## src/rtl/core/vsm_pkg.sv

```systemverilog
// ----------------------------------------------------------------------------
// vsm_pkg
// Types and constants shared by the vCPU slice monitor and its cells.
// ----------------------------------------------------------------------------
`timescale 1ns / 1ps

package vsm_pkg;

   typedef struct packed {
      logic [3:0]  vcpu_index;
      logic [31:0] elapsed_ns;
   } req_type;

   typedef struct packed {
      logic [3:0]  sample_vcpu;
      logic        sample_used;
      logic        alive;
      logic [47:0] remaining_ns;
      logic        io_moved;
      logic [3:0]  io_location;
   } rsp_type;

   localparam int unsigned CSR_IDX_W = 2;
   localparam int unsigned CSR_DATA_W = 32;

   localparam logic [CSR_IDX_W-1:0] CSR_STALE_LIMIT = 2'd0;
   localparam logic [CSR_IDX_W-1:0] CSR_RUN_THRESHOLD = 2'd1;
   localparam logic [CSR_IDX_W-1:0] CSR_ESCAPE_MARGIN = 2'd2;
   localparam logic [CSR_IDX_W-1:0] CSR_IO_HOME = 2'd3;

   localparam logic [31:0] STALE_LIMIT_RESET = 32'd50000000;
   localparam logic [31:0] RUN_THRESHOLD_RESET = 32'd200000;
   localparam logic [31:0] ESCAPE_MARGIN_RESET = 32'd700000;
   localparam logic [3:0] IO_HOME_RESET = 4'd0;

   typedef enum logic [6:0] {
      ST_IDLE = 7'b0000001,
      ST_ACC  = 7'b0000010,
      ST_SUB  = 7'b0000100,
      ST_DEC  = 7'b0001000,
      ST_SCAN = 7'b0010000,
      ST_MOVE = 7'b0100000,
      ST_RESP = 7'b1000000
   } state_type;

   typedef enum logic [1:0] {
      CELL_HOLD = 2'd0,
      CELL_ACC  = 2'd1,
      CELL_DEC  = 2'd2
   } cell_op_type;

   typedef struct packed {
      cell_op_type op;
      logic        is_run;
      logic [3:0]  vcpu;
   } cell_cmd_type;

   typedef struct packed {
      logic alive;
      logic low;
   } cell_stat_type;

endpackage

```

## src/rtl/core/vsm_cell.sv

```systemverilog
// ----------------------------------------------------------------------------
// vsm_cell
// Per-vCPU cell: run accumulator, slice estimate, remaining time and alive
// mark, plus one stage of the maximum-remaining-time search chain.
// ----------------------------------------------------------------------------
`timescale 1ns / 1ps

module vsm_cell #(
   parameter int TIME_WIDTH = 48,
   parameter int HOLD_W = 4,
   parameter int INDEX = 0
) (
   input  logic                      clock,
   input  logic                      reset,
   input  vsm_pkg::cell_cmd_type     cmd_in,
   input  logic [31:0]               elapsed_in,
   input  logic [31:0]               margin_in,
   input  logic [TIME_WIDTH-1:0]     best_in,
   input  logic [HOLD_W-1:0]         idx_in,
   output logic [TIME_WIDTH-1:0]     best_out,
   output logic [HOLD_W-1:0]         idx_out,
   output vsm_pkg::cell_stat_type    stat_out,
   output logic [TIME_WIDTH-1:0]     rem_out
);
   import vsm_pkg::*;

   logic [TIME_WIDTH-1:0] acc_ff;
   logic [TIME_WIDTH-1:0] est_ff;
   logic [TIME_WIDTH-1:0] rem_ff;
   logic                  alive_ff;
   logic [TIME_WIDTH:0]   diff_ff;
   logic [TIME_WIDTH:0]   diff_in;
   logic [TIME_WIDTH:0]   sum_in;
   logic [TIME_WIDTH-1:0] best_ff;
   logic [HOLD_W-1:0]     idx_ff;
   logic                  sel;
   logic                  low;
   logic                  take;

   assign sel = (HOLD_W'(cmd_in.vcpu) == HOLD_W'(INDEX));
   assign sum_in = {1'b0, acc_ff} + (TIME_WIDTH + 1)'(elapsed_in);
   assign diff_in = {1'b0, est_ff} - {1'b0, acc_ff};
   assign low = diff_ff[TIME_WIDTH]
                || (diff_ff[TIME_WIDTH-1:0] < TIME_WIDTH'(margin_in));
   assign take = (rem_ff >= best_in);

   always_ff @(posedge clock) begin
      if (reset) begin
         acc_ff <= '0;
         est_ff <= '0;
         rem_ff <= '0;
         alive_ff <= 1'b0;
      end else begin
         case (cmd_in.op)
            CELL_ACC: begin
               if (sel) begin
                  if (cmd_in.is_run) begin
                     acc_ff <= sum_in[TIME_WIDTH] ? '1 : sum_in[TIME_WIDTH-1:0];
                  end else begin
                     est_ff <= acc_ff;
                     acc_ff <= '0;
                  end
               end
            end
            CELL_DEC: begin
               if (sel) begin
                  alive_ff <= !low;
                  if (low) begin
                     rem_ff <= diff_ff[TIME_WIDTH] ? '0 : diff_ff[TIME_WIDTH-1:0];
                  end else if (diff_ff[TIME_WIDTH-1:0] != '0) begin
                     rem_ff <= diff_ff[TIME_WIDTH-1:0];
                  end
               end
            end
            default: begin
            end
         endcase
      end
   end

   always_ff @(posedge clock) begin
      diff_ff <= diff_in;
      best_ff <= take ? rem_ff : best_in;
      idx_ff <= take ? HOLD_W'(INDEX) : idx_in;
   end

   assign best_out = best_ff;
   assign idx_out = idx_ff;
   assign stat_out.alive = alive_ff;
   assign stat_out.low = low;
   assign rem_out = rem_ff;

endmodule

```

## config.mk

```make
export PLATFORM = sky130hd
export DESIGN_NAME = vsm_cell
export DESIGN_NICKNAME = d
export VERILOG_FILES = /design/src/rtl/core/vsm_pkg.sv /design/src/rtl/core/vsm_cell.sv
export SDC_FILE = /design/constraint.sdc
export NUM_CORES = 1
export LEC_CHECK = 0
export ABC_AREA = 1
export BUFFER_PORTS_ARGS = -buffer_cell sky130_fd_sc_hd__buf_2
export CAP_MARGIN = 30
export CORE_ASPECT_RATIO = 1.2
export CORE_MARGIN = 10
export CORE_UTILIZATION = 45
export DETAILED_ROUTE_END_ITERATION = 6
export PLACE_DENSITY_LB_ADDON = 0.1
export SLEW_MARGIN = 25
export SYNTH_ARGS = -nofsm -noshare
export SYNTH_HDL_FRONTEND = slang
export SYNTH_SLANG_ARGS = --single-unit
```

## constraint.sdc

```tcl
create_clock -name clock -period 2.1 [get_ports clock]
set_input_delay 0.21 -clock clock [delete_from_list [all_inputs] [get_ports clock]]
set_output_delay 0.21 -clock clock [all_outputs]
set_load 0.03 [all_outputs]
```

# Word level (Yosys, flattened, before mapping)

Index checks and enable logic that the tools add are counted.

Bitwise logic cells: 1
Mux-type cells: 6
Order comparisons: 2
Eq/ne operators: 2
Add/sub/neg operators: 2
Reduce and logical (&&, ||, !) cells: 9

Operator list:

| operator           | count |
|---|---|
| $mux 48            | 6 |
| $add 48x32->49     | 1 |
| $sub 48x48->49     | 1 |
| $ge 48x48->1       | 1 |
| $lt 48x32->1       | 1 |
| $reduce_bool 48->1 | 1 |
| $reduce_and 3->1   | 2 |
| $logic_not 4->1    | 1 |
| $reduce_and 2->1   | 2 |
| $eq 2x1->1 const B | 1 |
| $eq 2x2->1 const B | 1 |
| $reduce_bool 2->1  | 1 |
| $logic_not 1->1    | 1 |
| $logic_or 1x1->1   | 1 |
| $not 1->1          | 1 |

Flip-flop bits (word level): 246
Output and inout port bits: 102

# Logic depth before layout (Yosys ltp)

Gate-level depths: netlist (run 1).

Word-level depth: 4
Mapped depth: 17
Mapped depth without buffers: 16

# Worst setup path after synthesis (run 1)

OpenSTA, ideal clock, no wires.

Path type: reg-to-reg
From: register acc_ff[0]
To: register acc_ff[27]
Clock period less this slack: 2,094 ps
Path slack: 6 ps
Cell stages (with the launch flop): 16
Data arrival time: 1,978 ps
Library setup time: 116 ps
Cell sequence: dfxtp_1 -> ha_1 -> fa_1 -> nand3_1 -> nand3_2 -> nand2_1 -> nand2_2 -> nand2_1 -> nand2_2 -> nand2_2 -> nand2_4 -> nand2_4 -> buf_8 -> nand3_2 -> nand2_1 -> a21oi_1

Cells in the longest elaborated chain, start to end: 3

Ends and longest elaborated chain:

| what                     | line           | text |
|---|---|---|
| start: declaration       | vsm_cell.sv:27 | `logic [TIME_WIDTH-1:0] acc_ff;` |
| start signal: assignment | vsm_cell.sv:58 | `acc_ff <= sum_in[TIME_WIDTH] ? '1 : sum_in[TIME_WIDTH-1:0];` |
| $add 48x32->49           | vsm_cell.sv:41 | `assign sum_in = {1'b0, acc_ff} + (TIME_WIDTH + 1)'(elapsed_in);` |
| $mux 48                  | vsm_cell.sv:58 |  |
| $mux 48                  | vsm_cell.sv:57 | `if (cmd_in.is_run) begin` |

No other way between the ends.
A chain may end at the register's enable or synchronous reset.

# Final worst setup path (run 1)

From: input port best_in[43]
To: register best_ff[0] (netlist: best_out[0])

Cells in the longest elaborated chain, start to end: 2

Ends and longest elaborated chain:

| what                   | line           | text |
|---|---|---|
| start: declaration     | vsm_cell.sv:18 | `input logic [TIME_WIDTH-1:0] best_in,` |
| $ge 48x48->1           | vsm_cell.sv:45 | `assign take = (rem_ff >= best_in);` |
| $mux 48                | vsm_cell.sv:83 | `best_ff <= take ? rem_ff : best_in;` |
| end signal: assignment | vsm_cell.sv:83 |  |
| end: declaration       | vsm_cell.sv:34 | `logic [TIME_WIDTH-1:0] best_ff;` |

No other way between the ends.

==> results of run 1 <==
## where the power goes
| part | total [uW] | switching, uW | internal, uW |
|---|---|---|---|
| combinational | 3020 | 1740 | 1280 |
| clock | 5140 | 2140 | 3000 |
| sequential | 5120 | 192 | 4930 |
## critical path, delay by kind of cell
| family | cells | cell delay [ns] |
|---|---|---|
| buffers and inverters | 6 | 1.27 |
| adders and majority gates | 1 | 0.27 |
| and+or+nand+nor | 7 | 1.10 |
## stage by stage
stage / std cells / setup WS [ns] / hold WS [ns] / TNS, ns
floorplan: 2698 / 0.00599 / 0.322 / 0
global placement: 3665 / -0.454 / 0.424 / -10.62
detailed placement: 3665 / -0.437 / 0.431 / -14.02
CTS: 3803 / -0.288 / 0.0385 / -4.89
global route: 3865 / -0.350 / 0.0697 / -31.43
finish: 3865 / -0.272 / 0.0725 / -17.18
## cell usage in the layout, fill, tap and decap left out, types with 30 or more instances in the layout
master         Yosys  layout
nand2_1          782     585
buf_4              8     360
inv_2              3      30
o21ai_0          122      72
a21oi_1          261     156
xor2_1            51      49
clkbuf_16          0      48
nor2_1           252     157
nand4_1           68      68
dfxtp_2            0      38
dfxtp_1          246     191
nand3_2           13      60
nor2_4             1      31
nand2_4            2      38
nand3_1          140      70
buf_6             11      37
inv_1            363     336
nor2_2             3      68
dlygate4sd3_1      0      51
buf_2             20     219
a21oi_2            0      92
nand2_2            8     165
ha_1             159      67
ha_4               0      86
## flip-flops by register name, summed over array words and instances (netlist names)
name,count
acc_ff,48
alive_ff,1
best_out,48
diff_ff,49
est_ff,48
idx_out,4
rem_out,48
## cell families (layout without fill, tap and decap cells)
family	count (synthesis)	count (layout)	synth area share
and+or+nand+nor	1324	1324	0.323
buffers and inverters	454	1139	0.110
other	0	2	0
AOI/OAI and AO/OA	446	446	0.135
xor gates and xnor gates	67	67	0.0336
DFF	246	246	0.282
adders and majority gates	161	161	0.116
## how the worst min path moves through the flow
stage	end	depth (start not counted)	slack, ns
after floorplan	idx_out[0]	2	0.32
after global placement	idx_out[3]	3	0.42
after detailed placement	idx_out[2]	3	0.43
after CTS	acc_ff[0]	4	0.04
after global routing	acc_ff[0]	4	0.07
final	acc_ff[0]	4	0.07
## layout make-up
cell class,count,area [um2]
Clock inverter,16,179
Fill cell,2893,9940
Antenna cell,2,5.00
Clock buffer,35,778
Inverter,368,1380
Timing Repair Buffer,720,5870
Multi-Input combinational cell,1998,14300
Sequential cell,246,5040
Tap cell,480,601
## per-layer routing
layer | vias up | global-route usage | wire [um]
met3 | 259 | 0.0300 | 4270
met1 | 9924 | 0.293 | 27500
met5 | - | 0 | 0
li1 | 10100 | - | -
met2 | 777 | 0.498 | 39700
met4 | 0 | 0.109 | 4670
## what timing repair did
item	4_1_cts	5_1_grt
gates cloned	4	31
endpoints found under the hold margin	52	0
pin swaps	65	227
setup buffers	32	42
hold buffers	52	0
endpoints found under the setup margin	91	185
gates resized for setup	293	685
==> results.toml, run 1 <==
[die]
fp.dieArea_mm2 = 0.0471
start_util = 0.458
coreArea_mm2 = 0.0381
die_x_um = 200
boundaryPins = 227
die_h_um = 236
rows = 78

[drt]
drtIter0Drc = 1308
via_per_inst = 5.44
ant_nets = 0
avgRoutedWirePerCell_um = 19.7
vias = 21000
wirelength_um = 76100
dr.pass1.iters = 5
drcViolationCount = 0

[critical_path]
crit_required_ns = 2.59
path_max_fanout = 8
cp.arrival_ns = 2.87
cp-end-kind = "register"
rr_startpoint = "rem_out[45]"
crit_type = "input pin to register"
critical_path.startpoint = "best_in[43]"
cp-start-kind = "input pin"
critPathMaxStageDelay_ns = 0.54
reg2reg_depth = 11
reg2reg_setup_slack_ns = -0.27
crit_chain = "dlygate4sd3_1 > buf_2 > inv_1 > ha_4 > nand2_2 > inv_2 > nand4_4 > nor4_4 > buf_4 > nand3_4 > nand3_4 > clkbuf_16 > nand2_1 > nand2_1"
cp-endpoint = "best_out[0]"
reg2reg_to = "best_out[0]"
crit_slowest_cell = "dlygate4sd3_1"

[sta]
worst_slew_pin_slew_ns = 0.762
maxSlewViolCount = 0
finalCritPeriodShare = 1.13
fin_ws_ns = -0.272
timing.fmax_mhz = 422
clock_skew_ns = 0.0281
hold_viol = 0
rsz0062_at_grt = "yes"
finalWorstPathRequiredPeriod_ns = 2.37
relSlewSlack = 0.492
setup_violations = 156

[cts]
h-tree-depth = 1
clkTransAtPathRegs_ns = 0.06
cts.sinks = 246
clockBufferDepth = 3
cts_tree = "built"
clk_latency_ns = 0.58
root_buffer = "clkbuf_16"
cts-buffers-inserted = 28

[logic_synthesis]
yosysTopAreaCellShare = 0.282
yosysMostFrequentCell = "nand2_1"
synth.top_cells.by_area = "dfxtp_1 (28%), nand2_1 (17%), ha_1 (11%)"
synth_common_cells = "nand2_1 (782), inv_1 (363), a21oi_1 (261)"
synth_area_leader_cell = "dfxtp_1"
synth_area_mm2 = 0.0174
synth-async-reset-ratio = 0
synth-edff-count = 0
seq_area_frac_synth = 0.282
synth_cell_types = 47
ys_ff_latch = 246
synthCells = 2698
synth_flop_cell = "dfxtp_1"
yosysWarnings = 0
syn-num-nets = 2984
syn_area_per_cell_um2 = 6.47

[global_routing]
grt_start_max_net_pins = 98
antenna_found_initial = 2
grt.total_usage = 0.266
grt_pass1_vias = 19600
grt_pass1_wl_um = 101000
gr-total-overflow = 0

[placed_design]
finalWeightedCongestion = 1.08
dp_hpwl_um = 50500
io_buffers = 226
postPlaceCellArea_mm2 = 0.0214

[power]
power.static_leakage_uw = 0.0142
peakVddDrop_uv = 554
total_power_uw = 13300
power.density_mw_per_mm2 = 472

[finish]
final_net_count = 3648
final_core_utilization = 0.739
drive_above_1_share = 0.435
syn_to_final_growth_pct = 61.2
final_area_mm2 = 0.0281

[run_status]
status = "complete, but fails checks"
violations = "negative setup slack"

[worst_hold_path]
hold_start = "elapsed_in[0]"
hold_class = "input pin to register"

[run]
cap_violations = 0
(Power assumes the default switching activity.)
==> run 2: changes to the inputs <==
Settings changed: PLACE_DENSITY set to 0.67, PLACE_DENSITY_LB_ADDON 0.1 to not set.
==> results.toml, run 2 (synthesized netlist as in run 1, its figures left out) <==
[sta]
rsz0062_at_grt = "yes"
hold_viol = 0
maxSlewViolCount = 0
finalCritPeriodShare = 1.12
fin_ws_ns = -0.259
fin_setup_tns_ns = -14.81
clock_skew_ns = 0.0144
relSlewSlack = 0.507
setup_violations = 148
timing.fmax_mhz = 424
worst_slew_pin_slew_ns = 0.740
finalWorstPathRequiredPeriod_ns = 2.36

[finish]
final_cell_mix = "nand2_1 (615), buf_4 (358), inv_1 (335), buf_2 (220), dfxtp_1 (195)"
top_register = "diff_ff"
largest_reg_flops = 49
final_common_cell = "nand2_1"
final_net_count = 3612
fillers = 2902
syn_to_final_growth_pct = 54.0
drive_above_1_share = 0.404

[critical_path]
critical_path.startpoint = "best_in[33]"
cp-end-kind = "register"
crit_type = "input pin to register"
crit_required_ns = 2.52
cp.arrival_ns = 2.78
cp-start-kind = "input pin"
path_max_fanout = 7
rr_startpoint = "rem_out[47]"

[run_status]
status = "complete, but fails checks"
violations = "negative setup slack"

[power]
peakVddDrop_uv = 456
power.density_mw_per_mm2 = 471
power.static_leakage_uw = 0.0137
total_power_uw = 12700

[die]
fp.dieArea_mm2 = 0.0471
coreArea_mm2 = 0.0381
rows = 78
start_util = 0.458
die_h_um = 236
boundaryPins = 227
die_x_um = 200

[global_routing]
gr-total-overflow = 0
grt.total_usage = 0.253
grt_pass1_wl_um = 97700
grt_pass1_vias = 19600
antenna_found_initial = 1
grt_start_max_net_pins = 99

[cts]
clk_latency_ns = 0.55
cts-buffers-inserted = 27
cts_tree = "built"
root_buffer = "clkbuf_16"
cts.sinks = 246
clkTransAtPathRegs_ns = 0.06
h-tree-depth = 1
clockBufferDepth = 3

[worst_hold_path]
hold_start = "elapsed_in[0]"
hold_class = "input pin to register"

[drt]
wirelength_um = 69700
via_per_inst = 5.41
drcViolationCount = 0
avgRoutedWirePerCell_um = 18.2
vias = 20700
dr.pass1.iters = 7
ant_nets = 0
drtIter0Drc = 1253

[placed_design]
pre_cts_slack_ns = -0.339
finalWeightedCongestion = 0.999
io_buffers = 226
dp_hpwl_um = 48800

[run]
cap_violations = 0
[run 2: cell types whose count changed in the layout (fill, tap and decap cells not counted), sizes merged]
cell	delta
clkinv	-6
clkbuf	-4
buf	-29
dlygate4sd3	-1
clkinvlp	-3
bufinv	-2
diode	-1
inv	+1
dlymetal6s4s	+1
[run 2: layout make-up]
type                       count  area [um2]  share of cell area
timing repair buffer         685        5290               0.197
antenna                        1        2.50           0.0000931
inverter                     368        1380              0.0514
sequential                   246        5020               0.187
multi-input combinational   1998       13800               0.512
clock buffer                  37         763              0.0284
clock inverter                 6        63.8             0.00237
tap                          480         601              0.0223
[run 2: what timing repair did]
| item | CTS | global route |
|---|---|---|
| pin swaps | 63 | 165 |
| endpoints found under the setup margin | 105 | 183 |
| hold endpoints to repair | 52 | 0 |
| hold buffers | 52 | 0 |
| buffers inserted | 14 | 32 |
| gates resized for setup | 249 | 585 |
| gates cloned | 3 | 18 |
[run 2: final timing paths]
path | endpoint | slack [ns] | cells after the start
setup / recovery | best_out[6] | -0.26 | 15
hold / removal | acc_ff[0] | 0.09 | 4
setup reg to reg | best_out[6] | -0.21 | 13
hold reg to reg | est_ff[5] | 0.49 | 2
[run 2: critical path, stage by stage]
cell and delay, ns:
dlygate4sd3_1 0.54, buf_2 0.14, inv_1 0.12, ha_4 0.23, a21oi_2 0.17, o21a_1 0.13
o21a_1 0.13, nor2_2 0.04, nor2_2 0.16, and2_4 0.21, nand3_4 0.23, buf_6 0.21
buf_8 0.13, nand2_2 0.05, nand2_1 0.08
[run 2: power by group]
| group | total (uW) | leakage [uW] | switching (uW) | internal, uW |
|---|---|---|---|---|
| clock | 4580 | 0.000401 | 1940 | 2640 |
| sequential | 5120 | 0.00204 | 192 | 4930 |
| combinational | 2970 | 0.0112 | 1710 | 1260 |
| total | 12700 | 0.0137 | 3840 | 8820 |
[run 2: metal layers]
metal	vias up	track usage	wire length, um
li1	10000	-	-
met1	9607	0.286	26600
met2	799	0.451	34700
met3	260	0.0291	4010
met4	0	0.137	4470
met5	-	0	0
[run 2: per-stage QoR]
step	cells	hold WS (ns)	area, um2	util
2_1_floorplan	2698	0.322	17400	-
3_3_place_gp	3666	0.424	21400	0.563
3_5_place_dp	3666	0.429	21400	0.563
4_1_cts	3778	0.0826	23900	0.627
5_1_grt	3821	0.105	26900	0.706
6_report	3821	0.0926	26900	0.706
==> run 3: changes to the inputs <==
Settings changed: CELL_PAD_IN_SITES_DETAIL_PLACEMENT set to 1, CELL_PAD_IN_SITES_GLOBAL_PLACEMENT set to 2, CORE_UTILIZATION 45 to 29, PLACE_DENSITY 0.67 to 0.77.
==> results.toml, run 3 (synthesized netlist as in run 1, its figures left out) <==
[run_status]
status = "complete, but fails checks"
violations = "negative setup slack"

[critical_path]
reg2reg_depth = 18
reg2reg_to = "rem_out[31]"
path_max_fanout = 2
crit_slowest_cell = "dfxtp_4"
cp-end-kind = "output port"
cp_num_cells = 12
critical_path.startpoint = "diff_ff[5]"
rr_startpoint = "diff_ff[5]"
cp-endpoint = "stat_out[0]"
cp.arrival_ns = 2.22
crit_type = "register to output port"
crit_required_ns = 1.89
critPathTopFamily = "simple AND/OR/NAND/NOR gates"
cp-start-kind = "register"
crit_buf_inv = 2
crit_chain = "ha_4 > a21oi_2 > nor2_1 > nor3_1 > nand2_1 > nand2_1 > nand2_2 > nand2_2 > nand2_4 > buf_6 > nand2_4 > buf_6"
critPathMaxStageDelay_ns = 0.36
reg2reg_setup_slack_ns = -0.31

[cts]
h-tree-depth = 1
cts.sinks = 246
clkTransAtPathRegs_ns = 0.06
clockBufferDepth = 3
cts_tree = "built"
root_buffer = "clkbuf_16"
cts-buffers-inserted = 30
clk_latency_ns = 0.60

[sta]
hold_viol = 0
worst_slew_pin_slew_ns = 0.772
finalWorstPathRequiredPeriod_ns = 2.43
clock_skew_ns = 0.0219
timing.hold.ws_ns = 0.0518
fin_setup_tns_ns = -20.30
setup_violations = 158
fin_ws_ns = -0.327
finalCritPeriodShare = 1.16
timing.fmax_mhz = 412
relSlewSlack = 0.485
maxSlewViolCount = 0
rsz0062_at_grt = "yes"

[placed_design]
postPlaceCellArea_mm2 = 0.0221
dp_cells = 4032
dp_hpwl_um = 61800
io_buffers = 226
finalWeightedCongestion = 0.938

[run]
cap_violations = 0

[power]
power.density_mw_per_mm2 = 488
peakVddDrop_uv = 514
clockPowerShare = 0.410
p_sw_uw = 4390
combPwrFrac = 0.233
internal_power_uw = 9950
p_seq_frac = 0.357
netSwitchingFraction = 0.306
power.static_leakage_uw = 0.0144

[finish]
largest_reg_flops = 49
final_area_mm2 = 0.0294
top_register = "diff_ff"
final_common_cell = "nand2_1"
final_cell_mix = "nand2_1 (604), buf_4 (413), inv_1 (337), buf_2 (225), dfxtp_1 (188)"
final_net_count = 3702
drive_above_1_share = 0.457
syn_to_final_growth_pct = 68.6
final_cells = 4240

[die]
die_h_um = 289
fp.dieArea_mm2 = 0.0704
start_util = 0.293
boundaryPins = 227
rows = 98
coreArea_mm2 = 0.0596
die_x_um = 244

[drt]
avgRoutedWirePerCell_um = 20.8
wirelength_um = 88200
ant_nets = 0
drtIter0Drc = 725
vias = 21000
dr.pass1.iters = 4
via_per_inst = 4.96
drcViolationCount = 0

[global_routing]
grt_pass1_wl_um = 129000
grt_start_max_net_pins = 99
grt.total_usage = 0.228
grt_pass1_vias = 23000
antenna_found_initial = 1
gr-total-overflow = 0

[worst_hold_path]
hold_class = "input pin to register"
## run 3: cell types whose count changed in the layout (fill, tap and decap cells not counted), sizes merged
cell / before / now
buf: 620 / 710
clkinvlp: 2 / 0
bufinv: 1 / 5
clkinv: 3 / 5
nand3: 154 / 155
dlygate4sd3: 50 / 51
dlymetal6s4s: 2 / 1
clkbuf: 50 / 54
## run 3: metrics by stage
step,util,total power (uW),setup slack (ns)
4_1_cts,0.452,14000,-0.401
6_report,0.494,14300,-0.327
3_3_place_gp,0.371,7650,-0.616
3_5_place_dp,0.371,7730,-0.636
2_1_floorplan,-,6600,0.00599
5_1_grt,0.493,14900,-0.445
## run 3: worst min-delay path by stage
stage	start	end	slack (ns)	cells after the start
6_report	elapsed_in[0]	acc_ff[0]	0.05	4
5_1_grt	elapsed_in[0]	acc_ff[0]	0.07	4
4_1_cts	elapsed_in[0]	acc_ff[0]	0.03	4
3_5_place_dp	idx_in[0]	idx_out[0]	0.44	3
3_3_place_gp	idx_in[0]	idx_out[0]	0.43	3
2_1_floorplan	idx_in[0]	idx_out[0]	0.32	2
## run 3: area by class of cell
type	count	area (um2)
Multi-Input combinational cell	1999	14700
Tap cell	800	1000
Antenna cell	1	2.50
Timing Repair Buffer	771	6140
Clock inverter	10	183
Fill cell	7306	30200
Inverter	368	1380
Clock buffer	45	918
Sequential cell	246	5050
## run 3: what timing repair did
item / CTS / global route
gates resized for setup: 536 / 530
pin swaps: 123 / 223
gates cloned: 17 / 10
buffers inserted: 53 / 41
hold endpoints to repair: 52 / 0
hold buffers: 52 / 0
endpoints found under the setup margin: 167 / 188
## run 3: power groups by stage
| stage | clock network [uW] | registers, uW | logic [uW] |
|---|---|---|---|
| 2_1_floorplan | 0 | 5300 | 1300 |
| 3_3_place_gp | 0 | 5220 | 2430 |
| 3_5_place_dp | 0 | 5220 | 2500 |
| 4_1_cts | 5960 | 5130 | 2950 |
| 5_1_grt | 6150 | 5150 | 3620 |
| 6_report | 5880 | 5120 | 3340 |
## run 3: tightest hold or removal path, delay by kind of cell
kind	cells	cell delay [ns]
buf+inv	1	0.10
fa+ha+maj	1	0.13
compound gates	2	0.16
## run 3: routing by layer
metal / routed length [um] / GRT usage / part of all wire / up-vias
met5: 20 / 0 / 0.00023 / -
met4: 4700 / 0.101 / 0.053 / 2
met3: 2690 / 0.0239 / 0.031 / 212
met2: 47000 / 0.446 / 0.53 / 447
met1: 33800 / 0.242 / 0.38 / 10200
li1: - / - / - / 10200
